### src/rtl/core/isa_pkg.sv
// ----------------------------------------------------------------------------
// isa_pkg
// Shared types and constants for the indexed shift array: capacity, derived
// widths, request and status codes, controller states and command bundle.
// ----------------------------------------------------------------------------
package isa_pkg;

    localparam int CAPACITY = 16;
    localparam int IDX_W    = $clog2(CAPACITY);
    localparam int CNT_W    = $clog2(CAPACITY + 1);
    localparam int POS_W    = 5;
    localparam int CMP_W    = (CNT_W > POS_W) ? CNT_W : POS_W;

    typedef enum logic [2:0] {
        ACT_APPEND = 3'd0,
        ACT_DROP   = 3'd1,
        ACT_INSERT = 3'd2,
        ACT_REMOVE = 3'd3,
        ACT_CLEAR  = 3'd4,
        ACT_READ   = 3'd5,
        ACT_WRITE  = 3'd6
    } t_action;

    typedef enum logic [1:0] {
        ST_DONE    = 2'd0,
        ST_IGNORED = 2'd1,
        ST_FULL    = 2'd2
    } t_status;

    typedef enum logic {
        S_IDLE = 1'b0,
        S_EXEC = 1'b1
    } t_state;

    typedef struct packed {
        logic load;   // capture request fields
        logic exec;   // apply request, load result register
    } t_dp_cmd;

endpackage

### src/rtl/core/isa_ctrl.sv
// ----------------------------------------------------------------------------
// isa_ctrl
// Controller: handshake on both channels, two-state sequencer, result valid.
// ----------------------------------------------------------------------------
module isa_ctrl (
    input  logic             i_clk,
    input  logic             i_rst_n,
    input  logic             i_in_valid,
    output logic             o_in_stall,
    output logic             o_out_valid,
    input  logic             i_out_stall,
    output isa_pkg::t_dp_cmd o_cmd
);

    isa_pkg::t_state r_state;
    isa_pkg::t_state n_state;
    logic            r_out_valid;
    logic            n_out_valid;
    logic            slot_free;

    // result register can take a new transaction this cycle
    assign slot_free = !r_out_valid || !i_out_stall;

    always_comb begin
        n_state = r_state;
        case (r_state)
            isa_pkg::S_IDLE: begin
                if (i_in_valid) begin
                    n_state = isa_pkg::S_EXEC;
                end
            end
            isa_pkg::S_EXEC: begin
                if (slot_free) begin
                    n_state = isa_pkg::S_IDLE;
                end
            end
            default: begin
                n_state = isa_pkg::S_IDLE;
            end
        endcase
    end

    always_comb begin
        o_cmd      = '0;
        o_in_stall = 1'b1;
        case (r_state)
            isa_pkg::S_IDLE: begin
                o_in_stall = 1'b0;
                o_cmd.load = i_in_valid;
            end
            isa_pkg::S_EXEC: begin
                o_cmd.exec = slot_free;
            end
            default: begin
                o_in_stall = 1'b1;
            end
        endcase
    end

    always_comb begin
        if (o_cmd.exec) begin
            n_out_valid = 1'b1;
        end else if (i_out_stall) begin
            n_out_valid = r_out_valid;
        end else begin
            n_out_valid = 1'b0;
        end
    end

    always_ff @(posedge i_clk) begin
        if (!i_rst_n) begin
            r_state     <= isa_pkg::S_IDLE;
            r_out_valid <= 1'b0;
        end else begin
            r_state     <= n_state;
            r_out_valid <= n_out_valid;
        end
    end

    assign o_out_valid = r_out_valid;

endmodule

### src/rtl/core/isa_dpath.sv
// ----------------------------------------------------------------------------
// isa_dpath
// Datapath: request register, row of entry cells with up/down shift, fill
// count and result register.
// ----------------------------------------------------------------------------
module isa_dpath (
    input  logic               i_clk,
    input  logic               i_rst_n,
    input  isa_pkg::t_dp_cmd   i_cmd,
    input  logic [2:0]         i_action,
    input  logic [4:0]         i_position,
    input  logic signed [31:0] i_value_in,
    output logic signed [31:0] o_read_value,
    output logic [4:0]         o_fill_count,
    output logic               o_is_empty,
    output logic [1:0]         o_status
);

    logic [2:0]                    r_action;
    logic [isa_pkg::POS_W-1:0]     r_pos;
    logic signed [31:0]            r_word;
    logic signed [31:0]            r_ent [isa_pkg::CAPACITY];
    logic signed [31:0]            n_ent [isa_pkg::CAPACITY];
    logic signed [31:0]            up    [isa_pkg::CAPACITY];
    logic signed [31:0]            dn    [isa_pkg::CAPACITY];
    logic [isa_pkg::CNT_W-1:0]     r_count;
    logic [isa_pkg::CNT_W-1:0]     n_count;
    logic signed [31:0]            r_rd;
    logic signed [31:0]            n_rd;
    isa_pkg::t_status              r_st;
    isa_pkg::t_status              n_st;
    logic [isa_pkg::CMP_W-1:0]     pos_c;
    logic [isa_pkg::CMP_W-1:0]     cnt_c;
    logic [isa_pkg::CMP_W-1:0]     ins_at;
    logic                          full;
    logic                          do_ins;
    logic                          do_rem;
    logic                          do_wr;

    assign pos_c = isa_pkg::CMP_W'(r_pos);
    assign cnt_c = isa_pkg::CMP_W'(r_count);
    assign full  = (r_count == isa_pkg::CNT_W'(isa_pkg::CAPACITY));

    // request decode
    always_comb begin
        do_ins  = 1'b0;
        do_rem  = 1'b0;
        do_wr   = 1'b0;
        ins_at  = cnt_c;
        n_count = r_count;
        n_st    = isa_pkg::ST_DONE;
        n_rd    = '0;
        case (isa_pkg::t_action'(r_action))
            isa_pkg::ACT_APPEND: begin
                if (full) begin
                    n_st = isa_pkg::ST_FULL;
                end else begin
                    do_ins  = 1'b1;
                    n_count = r_count + isa_pkg::CNT_W'(1);
                end
            end
            isa_pkg::ACT_DROP: begin
                if (r_count == '0) begin
                    n_st = isa_pkg::ST_IGNORED;
                end else begin
                    n_count = r_count - isa_pkg::CNT_W'(1);
                end
            end
            isa_pkg::ACT_INSERT: begin
                if (pos_c > cnt_c) begin
                    n_st = isa_pkg::ST_IGNORED;
                end else if (full) begin
                    n_st = isa_pkg::ST_FULL;
                end else begin
                    do_ins  = 1'b1;
                    ins_at  = pos_c;
                    n_count = r_count + isa_pkg::CNT_W'(1);
                end
            end
            isa_pkg::ACT_REMOVE: begin
                if (pos_c >= cnt_c) begin
                    n_st = isa_pkg::ST_IGNORED;
                end else begin
                    do_rem  = 1'b1;
                    n_count = r_count - isa_pkg::CNT_W'(1);
                end
            end
            isa_pkg::ACT_CLEAR: begin
                n_count = '0;
            end
            isa_pkg::ACT_READ: begin
                if (pos_c >= cnt_c) begin
                    n_st = isa_pkg::ST_IGNORED;
                end else begin
                    n_rd = r_ent[isa_pkg::IDX_W'(r_pos)];
                end
            end
            isa_pkg::ACT_WRITE: begin
                if (pos_c >= cnt_c) begin
                    n_st = isa_pkg::ST_IGNORED;
                end else begin
                    do_wr = 1'b1;
                end
            end
            default: begin
                n_st = isa_pkg::ST_IGNORED;
            end
        endcase
    end

    // neighbor taps for the shift
    always_comb begin
        up[0] = r_word;
        for (int k = 1; k < isa_pkg::CAPACITY; k++) begin
            up[k] = r_ent[k-1];
        end
        for (int k = 0; k < isa_pkg::CAPACITY - 1; k++) begin
            dn[k] = r_ent[k+1];
        end
        dn[isa_pkg::CAPACITY-1] = r_ent[isa_pkg::CAPACITY-1];
    end

    // per-cell next value
    always_comb begin
        for (int k = 0; k < isa_pkg::CAPACITY; k++) begin
            n_ent[k] = r_ent[k];
            if (do_ins && (isa_pkg::CMP_W'(k) == ins_at)) begin
                n_ent[k] = r_word;
            end else if (do_ins && (isa_pkg::CMP_W'(k) > ins_at)) begin
                n_ent[k] = up[k];
            end
            if (do_rem && (isa_pkg::CMP_W'(k) >= pos_c)) begin
                n_ent[k] = dn[k];
            end
            if (do_wr && (isa_pkg::CMP_W'(k) == pos_c)) begin
                n_ent[k] = r_word;
            end
        end
    end

    always_ff @(posedge i_clk) begin
        if (i_cmd.load) begin
            r_action <= i_action;
            r_pos    <= i_position;
            r_word   <= i_value_in;
        end
        if (i_cmd.exec) begin
            r_ent <= n_ent;
            r_rd  <= n_rd;
            r_st  <= n_st;
        end
    end

    always_ff @(posedge i_clk) begin
        if (!i_rst_n) begin
            r_count <= '0;
        end else if (i_cmd.exec) begin
            r_count <= n_count;
        end
    end

    assign o_read_value = r_rd;
    assign o_fill_count = 5'(r_count);
    assign o_is_empty   = (r_count == '0);
    assign o_status     = r_st;

endmodule

### src/rtl/core/indexed_shift_array.sv
// ----------------------------------------------------------------------------
// indexed_shift_array
// Ordered array of signed 32-bit words with append, drop, insert, remove,
// clear, read and write requests; one result per request.
// ----------------------------------------------------------------------------
// Each transaction first captures the request, then executes: in that step
// the whole row of entry cells shifts up, shifts down or is written in
// parallel and the result register is loaded. The next request is taken right
// after, while the previous result may still sit in the output register; a
// stalled output holds the block in its execute state until the register
// frees up. Every result carries the fill count after the request and an
// empty flag. Status reads done, ignored (index out of range, drop on an
// empty array, or an undefined action code) or full (append or insert with
// no room; an insert past the end reports ignored first). read_value is zero
// except for a successful read. Clear only resets the count. No clearing pass
// is needed after reset.
// ----------------------------------------------------------------------------
module indexed_shift_array (
    input  logic               i_clk,
    input  logic               i_rst_n,
    input  logic               i_in_valid,
    output logic               o_in_stall,
    input  logic [2:0]         i_action,
    input  logic [4:0]         i_position,
    input  logic signed [31:0] i_value_in,
    output logic               o_out_valid,
    input  logic               i_out_stall,
    output logic signed [31:0] o_read_value,
    output logic [4:0]         o_fill_count,
    output logic               o_is_empty,
    output logic [1:0]         o_status
);

    isa_pkg::t_dp_cmd cmd;

    // sequencer and handshake
    isa_ctrl u_ctrl (
        .i_clk       (i_clk),
        .i_rst_n     (i_rst_n),
        .i_in_valid  (i_in_valid),
        .o_in_stall  (o_in_stall),
        .o_out_valid (o_out_valid),
        .i_out_stall (i_out_stall),
        .o_cmd       (cmd)
    );

    // entry cells, count and result register
    isa_dpath u_dpath (
        .i_clk        (i_clk),
        .i_rst_n      (i_rst_n),
        .i_cmd        (cmd),
        .i_action     (i_action),
        .i_position   (i_position),
        .i_value_in   (i_value_in),
        .o_read_value (o_read_value),
        .o_fill_count (o_fill_count),
        .o_is_empty   (o_is_empty),
        .o_status     (o_status)
    );

endmodule

### config.mk
export PLATFORM = sky130hd
export DESIGN_NAME = indexed_shift_array
export DESIGN_NICKNAME = d
export VERILOG_FILES = /design/src/rtl/core/isa_pkg.sv /design/src/rtl/core/isa_ctrl.sv /design/src/rtl/core/isa_dpath.sv /design/src/rtl/core/indexed_shift_array.sv
export SDC_FILE = /design/constraint.sdc
export NUM_CORES = 1
export LEC_CHECK = 0
export BUFFER_PORTS_ARGS = -buffer_cell sky130_fd_sc_hd__clkbuf_2
export CORE_ASPECT_RATIO = 1.4
export CORE_UTILIZATION = 36
export CTS_CLUSTER_SIZE = 40
export DETAILED_ROUTE_END_ITERATION = 16
export PLACE_DENSITY = 0.61
export SLEW_MARGIN = 10
export SYNTH_ARGS = -nofsm -noshare
export SYNTH_HDL_FRONTEND = slang
export SYNTH_SLANG_ARGS = --single-unit
export TNS_END_PERCENT = 5
### constraint.sdc
create_clock -name i_clk -period 6.46 [get_ports i_clk]
set_input_delay 0.646 -clock i_clk [delete_from_list [all_inputs] [get_ports i_clk]]
set_output_delay 0.646 -clock i_clk [all_outputs]
set_load 0.02 [all_outputs]
=== Yosys cells after proc, flatten, opt, wreduce, memory -nomap -nowiden ===
Index checks and enable logic that the tools add are counted.

* Multiplexer cells: 94
* Reductions and logical operators: 107
* Add/subtract/negate cells: 2
* $mul: 0
* Div/mod/pow operators: 0
* Equal/unequal tests: 42
* Bitwise logic cells: 3
* Magnitude comparators: 35
* Shift-type cells: 0

{| class="wikitable"
|+ Operators with widths
! cell !! count
|-
| $mux W32 || 66
|-
| $bmux W32 S4 || 1
|-
| $eq A4 B5 Y1 const A || 16
|-
| $logic_and A1 B1 Y1 || 64
|-
| $reduce_bool A4 Y1 || 15
|-
| $eq A3 B5 Y1 const A || 8
|-
| $ge A4 B5 Y1 const A || 8
|-
| $gt A4 B5 Y1 const A || 8
|-
| $mux W5 || 7
|-
| $reduce_and A2 Y1 || 15
|-
| $pmux W5 S5 || 1
|-
| $eq A2 B5 Y1 const A || 4
|-
| $ge A3 B5 Y1 const A || 4
|-
| $gt A3 B5 Y1 const A || 4
|-
| $logic_not A5 Y1 || 3
|-
| $mux W1 || 14
|-
| $eq A1 B5 Y1 const A || 2
|-
| $ge A1 B5 Y1 const A || 2
|-
| $ge A2 B5 Y1 const A || 2
|-
| $gt A1 B5 Y1 const A || 2
|-
| $gt A2 B5 Y1 const A || 2
|-
| $pmux W2 S5 || 1
|-
| $eq A3 B3 Y1 const B || 3
|-
| $ne A2 B2 Y1 const B || 4
|-
| other kinds (22) || 27
|}

* RAM bits: 0
* Memory bits (read-only): 0
* Word-level logic and storage cells: 307
* Flip-flop bits (word level): 593
* Input port bits: 44
* Bits in latches: 0
* Memories kept: 0

=== Logic depth before layout (Yosys ltp) ===
* Depth in word-level cells: 10
* Gate-level depth with buffers: 14
* Depth with buffers taken out: 11

=== Cells and area by module ===
A second synthesis with hierarchy kept.

* Cells, all modules: 2696
* Area total of the unflattened synthesis: 32548.7 µm²

{| class="wikitable"
|+ By module, submodules not included
! module !! times used !! seq. area each (µm²) !! area an instance (µm²) !! cells each
|-
| isa_dpath || 1 || 17697.0 || 32462.4 || 2687
|-
| isa_ctrl || 1 || 40.0 || 86.3 || 9
|}

=== Least setup slack after synthesis ===
Ideal clock, no wire load.

* Path kind: flip-flop to flip-flop
* Start: reg u_dpath.r_pos (netlist bit u_dpath.pos_c[0])
* End: reg u_dpath.r_ent (netlist bit u_dpath.dn[128]), enable pin
* Setup slack: 1.075 ns
* Arrival: 4.944 ns
* Data required time: 6.019 ns
* Stages on the path, launching flop included: 13
* Setup time: 0.441 ns
* Path through: edfxtp_1 > inv_1 > clkbuf_1 > clkbuf_1 > ha_1 > inv_1 > nor2_4 > or4_1 > buf_2 > a21o_1 > clkbuf_1 > clkbuf_1 > a31oi_1

* Cells in the longest elaborated chain, start to end: 7
* Elaborated cells between the ends (all ways): 20
* Classes of those cells: order compare (4); eq/ne (2); mux (8); reduce/logical (6)

{| class="wikitable"
|+ Ends and longest elaborated chain
! what !! RTL line !! text
|-
| start, declared || isa_dpath.sv:20 || <nowiki>logic [isa_pkg::POS_W-1:0] r_pos;</nowiki>
|-
| start signal, assigned || isa_dpath.sv:144 || <nowiki>r_pos <= i_position;</nowiki>
|-
| $gt A5 B5 Y1 / $mux W5 (equally long branches) || isa_dpath.sv:70, isa_dpath.sv:72 ||
|-
| $mux W5 || isa_dpath.sv:70 || <nowiki>if (pos_c > cnt_c) begin</nowiki>
|-
| $mux W5 || isa_dpath.sv:53 || <nowiki>case (isa_pkg::t_action'(r_action))</nowiki>
|-
| $gt A4 B5 Y1 / $eq A4 B5 Y1 (equally long branches) || isa_dpath.sv:129, isa_dpath.sv:127 ||
|-
| $logic_and A1 B1 Y1 (on tied branches) || isa_dpath.sv:129, isa_dpath.sv:127 ||
|-
| $reduce_bool A4 Y1 (no line) * || - ||
|-
| $reduce_and A2 Y1 (no line) * || - ||
|-
| end signal, assigned || isa_dpath.sv:148 || <nowiki>r_ent <= n_ent;</nowiki>
|-
| end, declared || isa_dpath.sv:22 || <nowiki>logic signed [31:0] r_ent [isa_pkg::CAPACITY];</nowiki>
|}

Every way passes the cells marked *; elsewhere a longest branch is shown, timed or not.
A chain may end at the register's enable or synchronous reset.

=== Worst setup path in the final report ===
* Start: reg u_dpath.r_count (netlist bit u_dpath.o_fill_count[2])
* End: reg u_dpath.r_ent (netlist bit u_dpath.dn[114]), enable pin

* Cells in the longest elaborated chain, start to end: 8
* Elaborated cells between the ends (all ways): 20
* Classes of those cells: order compare (3); eq/ne (2); mux (9); reduce/logical (6)

{| class="wikitable"
|+ Ends and longest elaborated chain
! what !! RTL line !! text
|-
| start, declared || isa_dpath.sv:26 || <nowiki>logic [isa_pkg::CNT_W-1:0] r_count;</nowiki>
|-
| start signal, assigned || isa_dpath.sv:158 || <nowiki>r_count <= n_count;</nowiki>
|-
| parallel branches: the longest is 6 deep, another holds $gt A5 B5 Y1 || - ||
|-
| $reduce_bool A4 Y1 (no line) * || - ||
|-
| $reduce_and A2 Y1 (no line) * || - ||
|}

Mark *: on every way between the ends.

==> results.yml <==
synth:
  synth_area_leaders: "edfxtp_1, mux4_2, nand2_1"
  synth_top_area_share_pct: 54.5
  avgSynthCellArea_um2: 12.9
  synth.yosys.seq_area_share_pct: 55.0
  synth_area_leader_cell: "edfxtp_1"
  synth_nets: 2560
  yosys_warnings: 0
  synth_edf_count: 586
  ys_async_sr_fraction_pct: 0
  synth_area_um2: 32300
  synthCells: 2507
  ys_ff_latch: 593
  synth_flop_cell: "edfxtp_1"
  yosysUniqueCellTypes: 83
layout:
  regArea_um2: 17700
  syn_to_final_growth_pct: 11.0
  n_fill_cell: 8142
  drive_gt1_share_pct: 22.1
  final_nets: 2527
  mostFrequentLayoutCell: "edfxtp_1"
  multi_input_area_um2: 13400
  final_cell_mix: "edfxtp_1, nand2_1, mux4_2, nor2_1, o22ai_1"
detailed_routing:
  met3_length_um: 12800
  drtIter0Drc: 3980
  totalWireLength_um: 119000
  wl_per_cell_um: 32.1
  wl_met1_um: 43100
  wl_met2_um: 57800
  final_antenna_net_count: 0
  num_vias: 24396
  drcViolationCount: 0
  top_layer_used: "met5"
  viasPerCell: 6.59
  dr.pass1.iters: 9
power_and_ir_drop:
  peakVddDrop_mv: 0.210
  power_leakage_nw: 12.3
  p_per_area_nw_per_um2: 241
timing:
  fmax_ghz: 0.194
  setup-violations-final: 0
  fin_crit_sh_pct: 79.8
  fin_skew_ps: 31.3
  period_needed_ps: 5160
  tns_ps: 0
  whs_ps: 151
  hold_viol: 0
  slew_violations: 0
  tightest_slew_ps: 1350
  grt_setup_unrepaired: "no"
  slew_headroom_pct: 8.99
worst_setup_path:
  r2r-start: "u_dpath.o_fill_count[2]$_SDFFE_PN0P_"
  critPathBufInv: 2
  path_class: "reg -> reg"
  crit_path_end_kind: "flip-flop"
  worst-path-stages: 8
  cp.required_ps: 6800
  cpLargestDelayFamily: "compound AO/OA/AOI/OAI gates"
  cp-startpoint: "u_dpath.o_fill_count[2]$_SDFFE_PN0P_"
  cp_cell_sequence: "inv_1 > ha_1 > a21oi_2 > o221ai_2 > or4_1 > a21o_2 > a31oi_4 > buf_4"
  timing.rr.end: "u_dpath.dn[114]$_DFFE_PP_"
  max_stage_delay_ps: 920
  slowest_stage: "or4_1"
  reg2reg_depth: 8
  crit_end: "u_dpath.dn[114]$_DFFE_PP_"
  critPathLaunchType: "flip-flop"
  r2r_slack_ps: 1300
  crit_arrival_ps: 5500
  crit_fanout: 34
job:
  maxCapViolCount: 0
global_route:
  grt_pass1_vias: 24448
  grt_first_pass_wirelength_um: 171000
  grt_antenna_before_repair: 3
  grtUsageTotal_pct: 26.0
  grt-ovfl-total: 0
  grt_max_degree: 144
clock_tree:
  cts_buffer_depth: 3
  cts_max_level: 2
  clock-root-buffer: "clkbuf_16"
  cts_resized: 0
  clkTransAtPathRegs_ps: 60
  cts_made_buffers: 58
  cts_tree: "built"
  cts_setup_buffers: 0
  cts.sinks: 593
  clk-insertion-delay-late_ps: 670
  hold_buffers: 0
floorplanning:
  initial_utilization_pct: 36.4
  chipWidth_um: 255
  dieArea_um2: 90800
  fp-row-count: 129
  die_h_um: 356
  design.core.area_um2: 88600
  pin_count: 86
worst_hold_path:
  hp-start: "i_value_in[14]"
  hp-class: "in -> reg"
place:
  port-buffer-count: 85
  dpl.hpwl_um: 71900
  gp_congestion: 0.918
run_status:
  outcome: "completed"
[worst reg2reg max path, stage by stage, from the launching register on]
cell      delay (ps)
dfxtp_1          630
inv_1            260
ha_1             430
a21oi_2          300
o221ai_2         350
or4_1            920
a21o_2           650
a31oi_4          880
buf_4            420
[logic make-up (layout without fill, tap and decap cells)]
group / count (synthesis) / count (layout) / synth area share, %
AOI/OAI and AO/OA: 748 / 748 / 18.1
xor gates and xnor gates: 3 / 3 / 0.0815
adders and majority gates: 9 / 9 / 0.372
buffers and inverters: 352 / 368 / 4.69
DFF: 593 / 593 / 55.0
muxes: 234 / 234 / 13.7
other: 0 / 1 / 0
and+or+nand+nor: 568 / 568 / 8.08
[power breakdown]
part / switching [W] / internal (W) / leakage, nW
logic: 0.000413 / 0.000277 / 6.04
clock network: 0.00159 / 0.00189 / 0.915
registers: 0.000134 / 0.00431 / 5.39
[routing by layer]
| metal | track usage, % | vias to the layer above |
|---|---|---|
| met3 | 5.69 | 361 |
| met4 | 12.2 | 4 |
| li1 | - | 9840 |
| met5 | 0 | - |
| met2 | 42.7 | 1935 |
| met1 | 32.5 | 12256 |
[Yosys cell counts (3+ instances only)]
library cell / instances
ha_1: 8
o21ai_0: 18
or3_1: 7
a22o_1: 90
a21boi_0: 4
nor2b_1: 100
a221o_1: 64
nor3_1: 7
mux2_2: 66
o21ai_1: 3
a22oi_1: 97
edfxtp_1: 586
nand2b_1: 8
buf_2: 91
buf_1: 12
o21a_1: 36
mux2i_1: 7
nor2_1: 160
a222oi_1: 32
a2111oi_0: 5
buf_6: 7
o21ai_2: 4
o22a_1: 34
a21o_1: 96
dfxtp_1: 7
nand3_1: 17
nand2_1: 232
buf_4: 7
a21oi_2: 33
or4_1: 3
o22ai_1: 128
nor4_1: 5
o211a_1: 4
a31oi_1: 12
nand4_1: 3
and2_1: 6
mux4_2: 160
o211ai_1: 6
clkbuf_1: 122
inv_1: 113
a21oi_1: 54
[registers in the layout (all words and copies together), names as in the netlist]
name,flops
u_ctrl.o_out_valid,1
u_dpath.r_ent,32
u_dpath.o_fill_count,5
u_dpath.o_read_value,32
u_dpath.r_action,3
u_dpath.dn,480
u_dpath.pos_c,5
u_dpath.o_status,2
u_ctrl.r_state,1
u_dpath.r_word,32
[per-stage QoR]
step,setup slack (ps),utilization (%),instances,total power (W),area [µm²]
2_1_floorplan,1080,-,2507,0.00492,32300
3_3_place_gp,1530,38.3,3593,0.00518,33900
3_5_place_dp,1330,38.3,3593,0.00520,33900
4_1_cts,1330,40.4,3702,0.00865,35800
5_1_grt,1140,40.4,3702,0.00883,35800
6_report,1300,40.4,3703,0.00862,35800
[worst min-delay path by stage]
stage | end | slack (ps) | cells past startpoint
3_5_place_dp | u_ctrl.o_out_valid$_SDFFE_PN0P_ | 540 | 2
4_1_cts | u_dpath.r_word[14]$_DFFE_PP_ | 110 | 1
2_1_floorplan | u_dpath.dn[288]$_DFFE_PP_ | 530 | 2
5_1_grt | u_dpath.r_word[14]$_DFFE_PP_ | 130 | 1
3_3_place_gp | u_ctrl.o_out_valid$_SDFFE_PN0P_ | 520 | 2
6_report | u_dpath.r_word[14]$_DFFE_PP_ | 150 | 1
[cell type report]
| type | count | area share [%] |
|---|---|---|
| multi-input cells | 1562 | 37.4 |
| diodes | 1 | 0.00699 |
| inverters | 113 | 1.18 |
| repair buffers | 146 | 2.57 |
| clock buffers | 70 | 4.18 |
| clock inverters | 39 | 1.05 |
| flip-flops and latches | 593 | 49.5 |
| well taps | 1179 | 4.12 |
Note: power is estimated with default switching activity, not from simulation.
